## config.mk

```make
export PLATFORM = sky130hd
export DESIGN_NAME = lcg_front
export DESIGN_NICKNAME = d
export VERILOG_FILES = /design/src/sv/lcg_pkg.sv /design/src/sv/lcg_front.sv
export SDC_FILE = /design/constraint.sdc
export NUM_CORES = 1
export LEC_CHECK = 0
export ABC_CLOCK_PERIOD_IN_PS = 6700
export BUFFER_PORTS_ARGS = -buffer_cell sky130_fd_sc_hd__buf_2
export CORE_MARGIN = 2
export CORE_UTILIZATION = 59
export DETAILED_ROUTE_END_ITERATION = 10
export PLACE_DENSITY = 0.83
export SETUP_SLACK_MARGIN = 0.4
export SLEW_MARGIN = 20
export SYNTH_ARGS = -nofsm -noshare
export SYNTH_HDL_FRONTEND = slang
export SYNTH_SLANG_ARGS = --single-unit
```

## constraint.sdc

```tcl
create_clock -name clk_i -period 6.7 [get_ports clk_i]
set_input_delay 0 -clock clk_i [delete_from_list [all_inputs] [get_ports clk_i]]
set_output_delay 0 -clock clk_i [all_outputs]
set_load 0.01 [all_outputs]
```

## src/sv/lcg_pkg.sv

```systemverilog
package lcg_pkg;

  localparam int SINE_ADDR_BITS = 10;
  localparam int COUNT_BITS     = 24;

  localparam int SINE_SIZE  = 1 << SINE_ADDR_BITS;
  localparam int SINE_W     = 17;
  localparam int PHASE_W    = 48;
  localparam int PHASE_TOP_W = SINE_ADDR_BITS + 2;
  localparam int INC_W      = 50;
  localparam int AMP_W      = 32;
  localparam int AMP_ACC_W  = 33;
  localparam int FREQ_W     = 48;
  localparam int SNR_W      = 16;
  localparam int SCOUNT_W   = 25;
  localparam int VALUE_W    = 24;
  localparam int IDX_W      = 24;
  localparam int EFF_W      = (COUNT_BITS + 1 > SCOUNT_W) ? COUNT_BITS + 1 : SCOUNT_W;

  localparam int PROD1_W     = AMP_ACC_W + SINE_W;
  localparam int PROD2_W     = PROD1_W + SNR_W;
  localparam int ROUND_SHIFT = 36;
  localparam int MAG_W       = PROD2_W - ROUND_SHIFT;
  localparam int VALUE_MAX   = (1 << (VALUE_W - 1)) - 1;

  localparam int CFG_IDX_W  = 3;
  localparam int CFG_DATA_W = 48;

  localparam int QUEUE_DEPTH = 4;
  localparam int QUEUE_PTR_W = 2;
  localparam int QUEUE_CNT_W = QUEUE_PTR_W + 1;

  localparam logic [63:0] PIO2_Q30 = 64'h0000_0000_6487_ED51;

  typedef enum logic [CFG_IDX_W-1:0] {
    CFG_START_AMPLITUDE = 3'd0,
    CFG_AMPLITUDE_STEP  = 3'd1,
    CFG_BASE_FREQ       = 3'd2,
    CFG_FREQUENCY_STEP  = 3'd3,
    CFG_SNR_GAIN        = 3'd4,
    CFG_SAMPLE_COUNT    = 3'd5,
    CFG_MUTE            = 3'd6
  } cfg_idx_e;

  typedef struct packed {
    logic [AMP_W-1:0]    start_amplitude;
    logic [AMP_W-1:0]    amplitude_step;
    logic [FREQ_W-1:0]   base_freq;
    logic [FREQ_W-1:0]   frequency_step;
    logic [SNR_W-1:0]    snr_gain;
    logic [SCOUNT_W-1:0] sample_count;
    logic                mute;
  } cfg_t;

  typedef struct packed {
    logic [PHASE_TOP_W-1:0] phase_top;
    logic [AMP_ACC_W-1:0]   amp;
    logic [COUNT_BITS-1:0]  cnt;
    logic                   last;
  } q_entry_t;

  typedef struct packed {
    logic full;
    logic empty;
  } q_status_t;

  typedef struct packed {
    logic accept;
    logic last;
    logic cnt_zero;
  } front_status_t;

  typedef logic [SINE_W-1:0] sine_tab_t [SINE_SIZE];

  // Quarter-wave sine magnitudes in Q1.16, sampled at the middle of each step.
  function automatic sine_tab_t build_sine_tab();
    sine_tab_t   tab;
    logic [63:0] x;
    logic [63:0] s;
    logic [63:0] t;
    int unsigned a;
    int unsigned n;
    for (a = 0; a < SINE_SIZE; a++) begin
      x = (PIO2_Q30 * 64'(2 * a + 1)) >> (SINE_ADDR_BITS + 1);
      s = x;
      t = x;
      for (n = 1; n <= 10; n++) begin
        t = (((t * x) >> 30) * x) >> 30;
        t = t / 64'((2 * n) * (2 * n + 1));
        if (n[0]) begin
          s = s - t;
        end else begin
          s = s + t;
        end
      end
      tab[a] = SINE_W'((s + 64'd8192) >> 14);
    end
    return tab;
  endfunction

  localparam sine_tab_t SINE_TAB = build_sine_tab();

endpackage

```

## src/sv/lcg_front.sv

```systemverilog
module lcg_front (
  input  logic                     clk_i,
  input  logic                     rst_ni,
  input  lcg_pkg::cfg_t            cfg_i,
  input  logic                     in_valid_i,
  output logic                     in_stall_o,
  input  logic                     restart_i,
  input  logic                     q_full_i,
  output logic                     push_o,
  output lcg_pkg::q_entry_t        entry_o,
  output lcg_pkg::front_status_t   status_o
);
  import lcg_pkg::*;

  logic [PHASE_W-1:0]    phase_q, phase_d;
  logic [INC_W-1:0]      inc_q, inc_d;
  logic [AMP_ACC_W-1:0]  amp_q, amp_d;
  logic [COUNT_BITS-1:0] cnt_q, cnt_d;

  logic                  accept;
  logic                  load;
  logic [INC_W-1:0]      freq_step_ext;
  logic [PHASE_W-1:0]    cur_phase;
  logic [INC_W-1:0]      cur_inc;
  logic [AMP_ACC_W-1:0]  cur_amp;
  logic [COUNT_BITS-1:0] cur_cnt;
  logic [EFF_W-1:0]      count_ext;
  logic [EFF_W-1:0]      eff_count;
  logic [EFF_W-1:0]      cnt_next;
  logic                  last;

  assign accept     = in_valid_i && !q_full_i;
  assign in_stall_o = q_full_i;
  assign load       = restart_i || (cnt_q == '0);

  assign freq_step_ext = {{(INC_W - FREQ_W){cfg_i.frequency_step[FREQ_W-1]}},
                          cfg_i.frequency_step};

  assign cur_phase = load ? '0 : phase_q;
  assign cur_inc   = load ? (INC_W'(cfg_i.base_freq) + freq_step_ext) : inc_q;
  assign cur_amp   = load ? AMP_ACC_W'(cfg_i.start_amplitude) : amp_q;
  assign cur_cnt   = load ? '0 : cnt_q;

  always_comb begin
    count_ext = EFF_W'(cfg_i.sample_count);
    if (count_ext == '0) begin
      eff_count = EFF_W'(1);
    end else if (count_ext > (EFF_W'(1) << COUNT_BITS)) begin
      eff_count = EFF_W'(1) << COUNT_BITS;
    end else begin
      eff_count = count_ext;
    end
  end

  assign cnt_next = EFF_W'(cur_cnt) + EFF_W'(1);
  assign last     = cnt_next >= eff_count;

  assign cnt_d   = last ? '0 : cnt_next[COUNT_BITS-1:0];
  assign phase_d = cur_phase + cur_inc[PHASE_W-1:0];
  assign inc_d   = cur_inc + (freq_step_ext << 1);
  assign amp_d   = cur_amp + {cfg_i.amplitude_step[AMP_W-1], cfg_i.amplitude_step};

  always_ff @(posedge clk_i or negedge rst_ni) begin
    if (!rst_ni) begin
      cnt_q <= '0;
    end else if (accept) begin
      cnt_q <= cnt_d;
    end
  end

  always_ff @(posedge clk_i) begin
    if (accept) begin
      phase_q <= phase_d;
      inc_q   <= inc_d;
      amp_q   <= amp_d;
    end
  end

  assign push_o            = accept;
  assign entry_o.phase_top = cur_phase[PHASE_W-1 -: PHASE_TOP_W];
  assign entry_o.amp       = cur_amp;
  assign entry_o.cnt       = cur_cnt;
  assign entry_o.last      = last;

  assign status_o.accept   = accept;
  assign status_o.last     = last;
  assign status_o.cnt_zero = (cnt_q == '0);

endmodule

```

---- After elaboration in Yosys (flattened, before gate mapping) ----
Index checks and enable logic that the tools add are counted.
storage, ports and cells
  output and inout bits ................... 75
  word-level logic and storage cells ...... 23
  bits of input ports ..................... 207
  memories kept ........................... 0
  bits in registers ....................... 155
  memory bits (read-only) ................. 0
  memory bits (writable) .................. 0
  bits in latches ......................... 0
operators by class
  equal/unequal tests ..................... 0
  multipliers ............................. 0
  divide/modulo/power cells ............... 0
  reduce and logical (&&, ||, !) cells .... 5
  multiplexer cells ....................... 7
  add/sub/neg operators ................... 5
  $lt $le $gt $ge ......................... 2
  bitwise operators ....................... 0
  shift-type cells ........................ 0
operator list
  kind                                                   count
  adder 49 x 48 -> 50 bit                                1
  adder 50 bit                                           1
  2-to-1 mux 25 bit                                      2
  2-to-1 mux 50 bit                                      1
  adder 48 bit                                           1
  2-to-1 mux 24 bit                                      2
  2-to-1 mux 48 bit                                      1
  adder 33 bit                                           1
  2-to-1 mux 33 bit                                      1
  adder 24 x 1 -> 25 bit, second input constant          1
  greater-or-equal comparator 25 bit                     1
  greater-than comparator 25 bit, second input constant  1
  zero test 25 bit                                       1
  zero test 24 bit                                       1
  logical AND 1 bit                                      1
  zero test 1 bit                                        1
  logical OR 1 bit                                       1

---- Longest topological paths before layout ----
  depth in word-level cells ............... 6
  depth in mapped cells ................... 28
  gate-level depth less buffers ........... 24

---- Least setup slack after synthesis ----
Ideal clock, no wire load.
  kind .................................... reg-to-reg
  from .................................... register cnt_q[16]
  to ...................................... register cnt_q[20]
  cell stages (with the launch flop) ...... 29
  setup slack ............................. 1.018 ns
  period minus slack after synthesis ...... 5.682 ns
  arrival ................................. 5.599 ns
  data required time ...................... 6.617 ns
  setup time .............................. 0.083 ns
  path buffers ............................ 6
  path through ............................ dfrtp_1 > nor4_1 > nand4_1 > o21ba_2 > clkbuf_1 > clkbuf_1 > clkbuf_1 > clkbuf_1 > clkbuf_1 > and2_1 > ha_1 > nand3_1 > nor2_1 > nand2_1 > or3_1 > nor2_1 > xnor2_1 > nor2_1 > ha_1 > a21o_1 > a21o_1 > a21oi_1 > nor2b_1 > o21ai_0 > o311ai_0 > o22a_1 > clkbuf_1 > or4b_2 > o21ai_0
RTL lines
  what                    RTL line         source
  from (decl)             lcg_front.sv:18  logic [COUNT_BITS-1:0] cnt_q, cnt_d;
  from (signal assigned)  lcg_front.sv:67  cnt_q <= cnt_d;

---- Worst setup path after layout ----
  from .................................... register cnt_q[16]
  to ...................................... register inc_q[46] (data pin)
on the way
  cells in the longest elaborated chain, start to end .. 4
ends and longest elaborated chain
  what                  RTL line         source
  zero test 24 bit      lcg_front.sv:34  assign load = restart_i || (cnt_q == '0);
  logical OR 1 bit      lcg_front.sv:34
  2-to-1 mux 50 bit     lcg_front.sv:40  assign cur_inc = load ? (INC_W'(cfg_i.base_freq) + freq_step_ext) : inc_q;
  adder 50 bit          lcg_front.sv:60  assign inc_d = cur_inc + (freq_step_ext << 1);
  named net inc_d[46]   lcg_front.sv:16  logic [INC_W-1:0] inc_q, inc_d;
  to (signal assigned)  lcg_front.sv:74  inc_q <= inc_d;
  to (decl)             lcg_front.sv:16
The timed path passes the listed nets, and every way through them passes these cells.
A chain may end at the register's enable or synchronous reset.

==> flow_summary.toml <==
[status]
outcome = "finished, final reports clean"

[routing]
vias = 16999
drtPass1Iterations = 5
drtAntennaViolNets = 0
drtIter0Drc = 1581
detail_route.wirelength_mm = 49.1
wl_per_cell_um = 17.9
drc = 0
drt-vias-per-instance = 6.20

[global_route]
grt_pass1_vias = 16052
grt_antenna_before_repair = 2
gr-usage-all-layers = 0.314
grt_max_degree = 88
grt_pass1_wl_mm = 78.5
overflow = 0

[power_and_ir_drop]
ir_drop_v = 0.000218
p_per_area_nw_per_um2 = 288
cellLeakagePower_nw = 8.82

[sta]
rsz0062_at_grt = "true"
fin_crit_sh = 0.901
fin_worst_skew_ps = 16.6
drv_slew = 0
setup_violations = 0
max_freq_mhz = 166
worstMarginPinSlew_ps = 986
layout_setup_ws_ps = 664
setup_tns_ps = 0
period_minus_slack_ps = 6040
hold_viol = 0
slew_headroom = 0.339

[hold_path]
hold_start = "cfg_i[168]"
hold_depth = 3
hold_class = "input port to register"
hold_end = "amp_q[30]"

[setup_path]
crit_fanout = 16
cp_data_required_time_ps = 6880
startpoint = "cnt_q[16]"
critPathCaptureType = "register"
reg2reg_from = "cnt_q[16]"
critPathLaunchType = "register"
reg2reg_to = "inc_q[46]"
reg2reg_slack_ps = 660
worstSetupPathType = "register to register"
arrival_ps = 6220
r2r_cells = 18

[layout]
layout_common_cells = "nand2_1, buf_2, a21oi_1"
final_common_cell = "nand2_1"
post_route_cells_drive_above_1_share = 0.147
final_util = 0.679
nets = 2754
syn_to_final_growth_pct = 13.4

[floorplan]
core_area_um2 = 28700
fp-row-count = 62
die_area_um2 = 30500
die_x_um = 175
start_util = 0.599
die_h_um = 175
ios = 282

[place]
hpwl_mm = 37.9
port_buffers = 264
pre_cts_ws_ps = 436
gp_congestion = 0.981

[synth]
ys_seq_area_frac = 0.260
ys_types = 79
synth-async-reset-ratio = 0.157
syn-num-nets = 2532
syn-cell-area_um2 = 17200
synth-seq-cells = 153
synth_cells = 2118
syn_area_per_cell_um2 = 8.11
synth_edf_count = 129
synthFlopType = "edfxtp_1"
yosysWarnings = 0

[clocking]
worstSkewPairLatency_ps = 440
cts_buffers = 17
clkTransAtPathRegs_ps = 70
ctsLongestPathBuffers = 2
cts_num_sinks = 153
htreeDepth = 4
cts-root-buf = "clkbuf_16"
cts_tree = "yes"

[job]
cap_violations = 0
==> critical path: stages, from the launching register on <==
cell and delay, ps:
dfrtp_1 460, nor4_1 450, nand4_1 300, o21bai_4 540, buf_4 300, nor2_1 60, a21oi_1 220, ha_1 290
nand4_1 200, a2111oi_1 610, a211o_1 230, o211ai_1 190, a2111oi_0 580, buf_4 210, o21ai_0 140, a31oi_1 360
o21ai_1 260, o221ai_1 280, xor2_1 100
==> what timing repair did <==
| item | CTS | global route |
|---|---|---|
| gates resized for setup | 0 | 8 |
| hold buffers | 9 | 0 |
| setup buffers | 0 | 2 |
| hold endpoints to repair | 32 | 0 |
| endpoints found under the setup margin | 0 | 16 |
==> per-stage QoR <==
stage | total power, mW | hold slack (ps) | area [um^2] | std cells
final | 5.61 | 36.5 | 19500 | 2740
after global routing | 5.99 | 38.5 | 19500 | 2739
after CTS | 5.55 | 23.7 | 19400 | 2735
after detailed placement | 4.56 | 34.0 | 18800 | 2694
after global placement | 4.45 | 25.0 | 18800 | 2694
after floorplan | 3.80 | -296 | 17200 | 2118
==> cell usage after synthesis (all sizes together), types with 4 or more instances <==
library cell / count / area, um^2
and2: 69 / 434
and3: 17 / 106
edfxtp: 129 / 3870
a21boi: 5 / 37.5
nor3b: 6 / 45.0
buf: 11 / 67.6
nand3: 44 / 220
a211oi: 28 / 220
a221o: 7 / 70.1
o22ai: 5 / 31.3
or2: 10 / 62.6
nand2: 301 / 1130
o31ai: 11 / 82.6
nor4: 23 / 144
nor2: 168 / 631
a2111oi: 7 / 67.6
o21ai: 130 / 651
a41oi: 4 / 35.0
nor3: 29 / 145
o21a: 30 / 225
a311oi: 5 / 43.8
dfrtp: 24 / 601
a31oi: 17 / 136
o2111ai: 5 / 43.8
xnor2: 121 / 1060
o21bai: 21 / 158
nand2b: 22 / 138
a211o: 8 / 70.1
or3: 10 / 62.6
ha: 203 / 2540
clkbuf: 75 / 282
xor2: 64 / 568
o211ai: 16 / 134
nor2b: 28 / 175
inv: 52 / 195
a21o: 85 / 638
fa: 4 / 80.1
o41ai: 10 / 87.6
a21oi: 211 / 1060
mux2i: 7 / 70.1
nand4: 40 / 250
and4: 9 / 78.8
==> layout make-up <==
| type | count | area, um^2 |
|---|---|---|
| Multi-Input combinational cell | 1826 | 12200 |
| Fill cell | 2382 | 9230 |
| Sequential cell | 153 | 4470 |
| Timing Repair Buffer | 289 | 1540 |
| Tap cell | 384 | 480 |
| Clock buffer | 17 | 425 |
| Inverter | 53 | 204 |
| Clock inverter | 15 | 139 |
| Antenna cell | 3 | 7.51 |
==> state kept, by name (all words and copies together), names as in the netlist <==
signal / cells
cnt_q: 24
amp_q: 33
phase_q: 48
inc_q: 48
==> worst max path at each step <==
| stage | end | slack [ps] | depth (start not counted) |
|---|---|---|---|
| CTS | phase_q[46] | 440 | 26 |
| detailed placement | phase_q[46] | 440 | 25 |
| global route | status_o[1] | 370 | 19 |
| floorplan | cnt_q[20] | 1020 | 28 |
| global placement | phase_q[46] | 600 | 25 |
| finish | inc_q[46] | 660 | 18 |
==> kinds of logic (layout without fill, tap and decap cells) <==
kind of cell               after synthesis  in the layout  synth area share
AOI/OAI and AO/OA                      636            636             0.238
xor gates and xnor gates               185            185            0.0947
adders and majority gates              207            207             0.152
buffers and inverters                  139            374            0.0319
DFF                                    153            153             0.260
muxes                                    9              9           0.00539
other                                    0              3                 0
and+or+nand+nor                        789            789             0.217
==> routing by layer <==
| metal | track usage | vias up | wire, um |
|---|---|---|---|
| met3 | 0.0479 | 95 | 3550 |
| li1 | - | 8240 | - |
| met1 | 0.413 | 7950 | 21100 |
| met5 | 0 | - | 0 |
| met2 | 0.526 | 714 | 23100 |
| met4 | 0.111 | 0 | 1380 |
==> power breakdown <==
group	switching [mW]	leakage [nW]	total, mW	internal (mW)
registers	0.0577	1.54	1.42	1.36
logic	1.90	7.00	3.22	1.31
clock network	0.452	0.270	0.971	0.519
No activity file was read; power rests on OpenSTA's default activity.
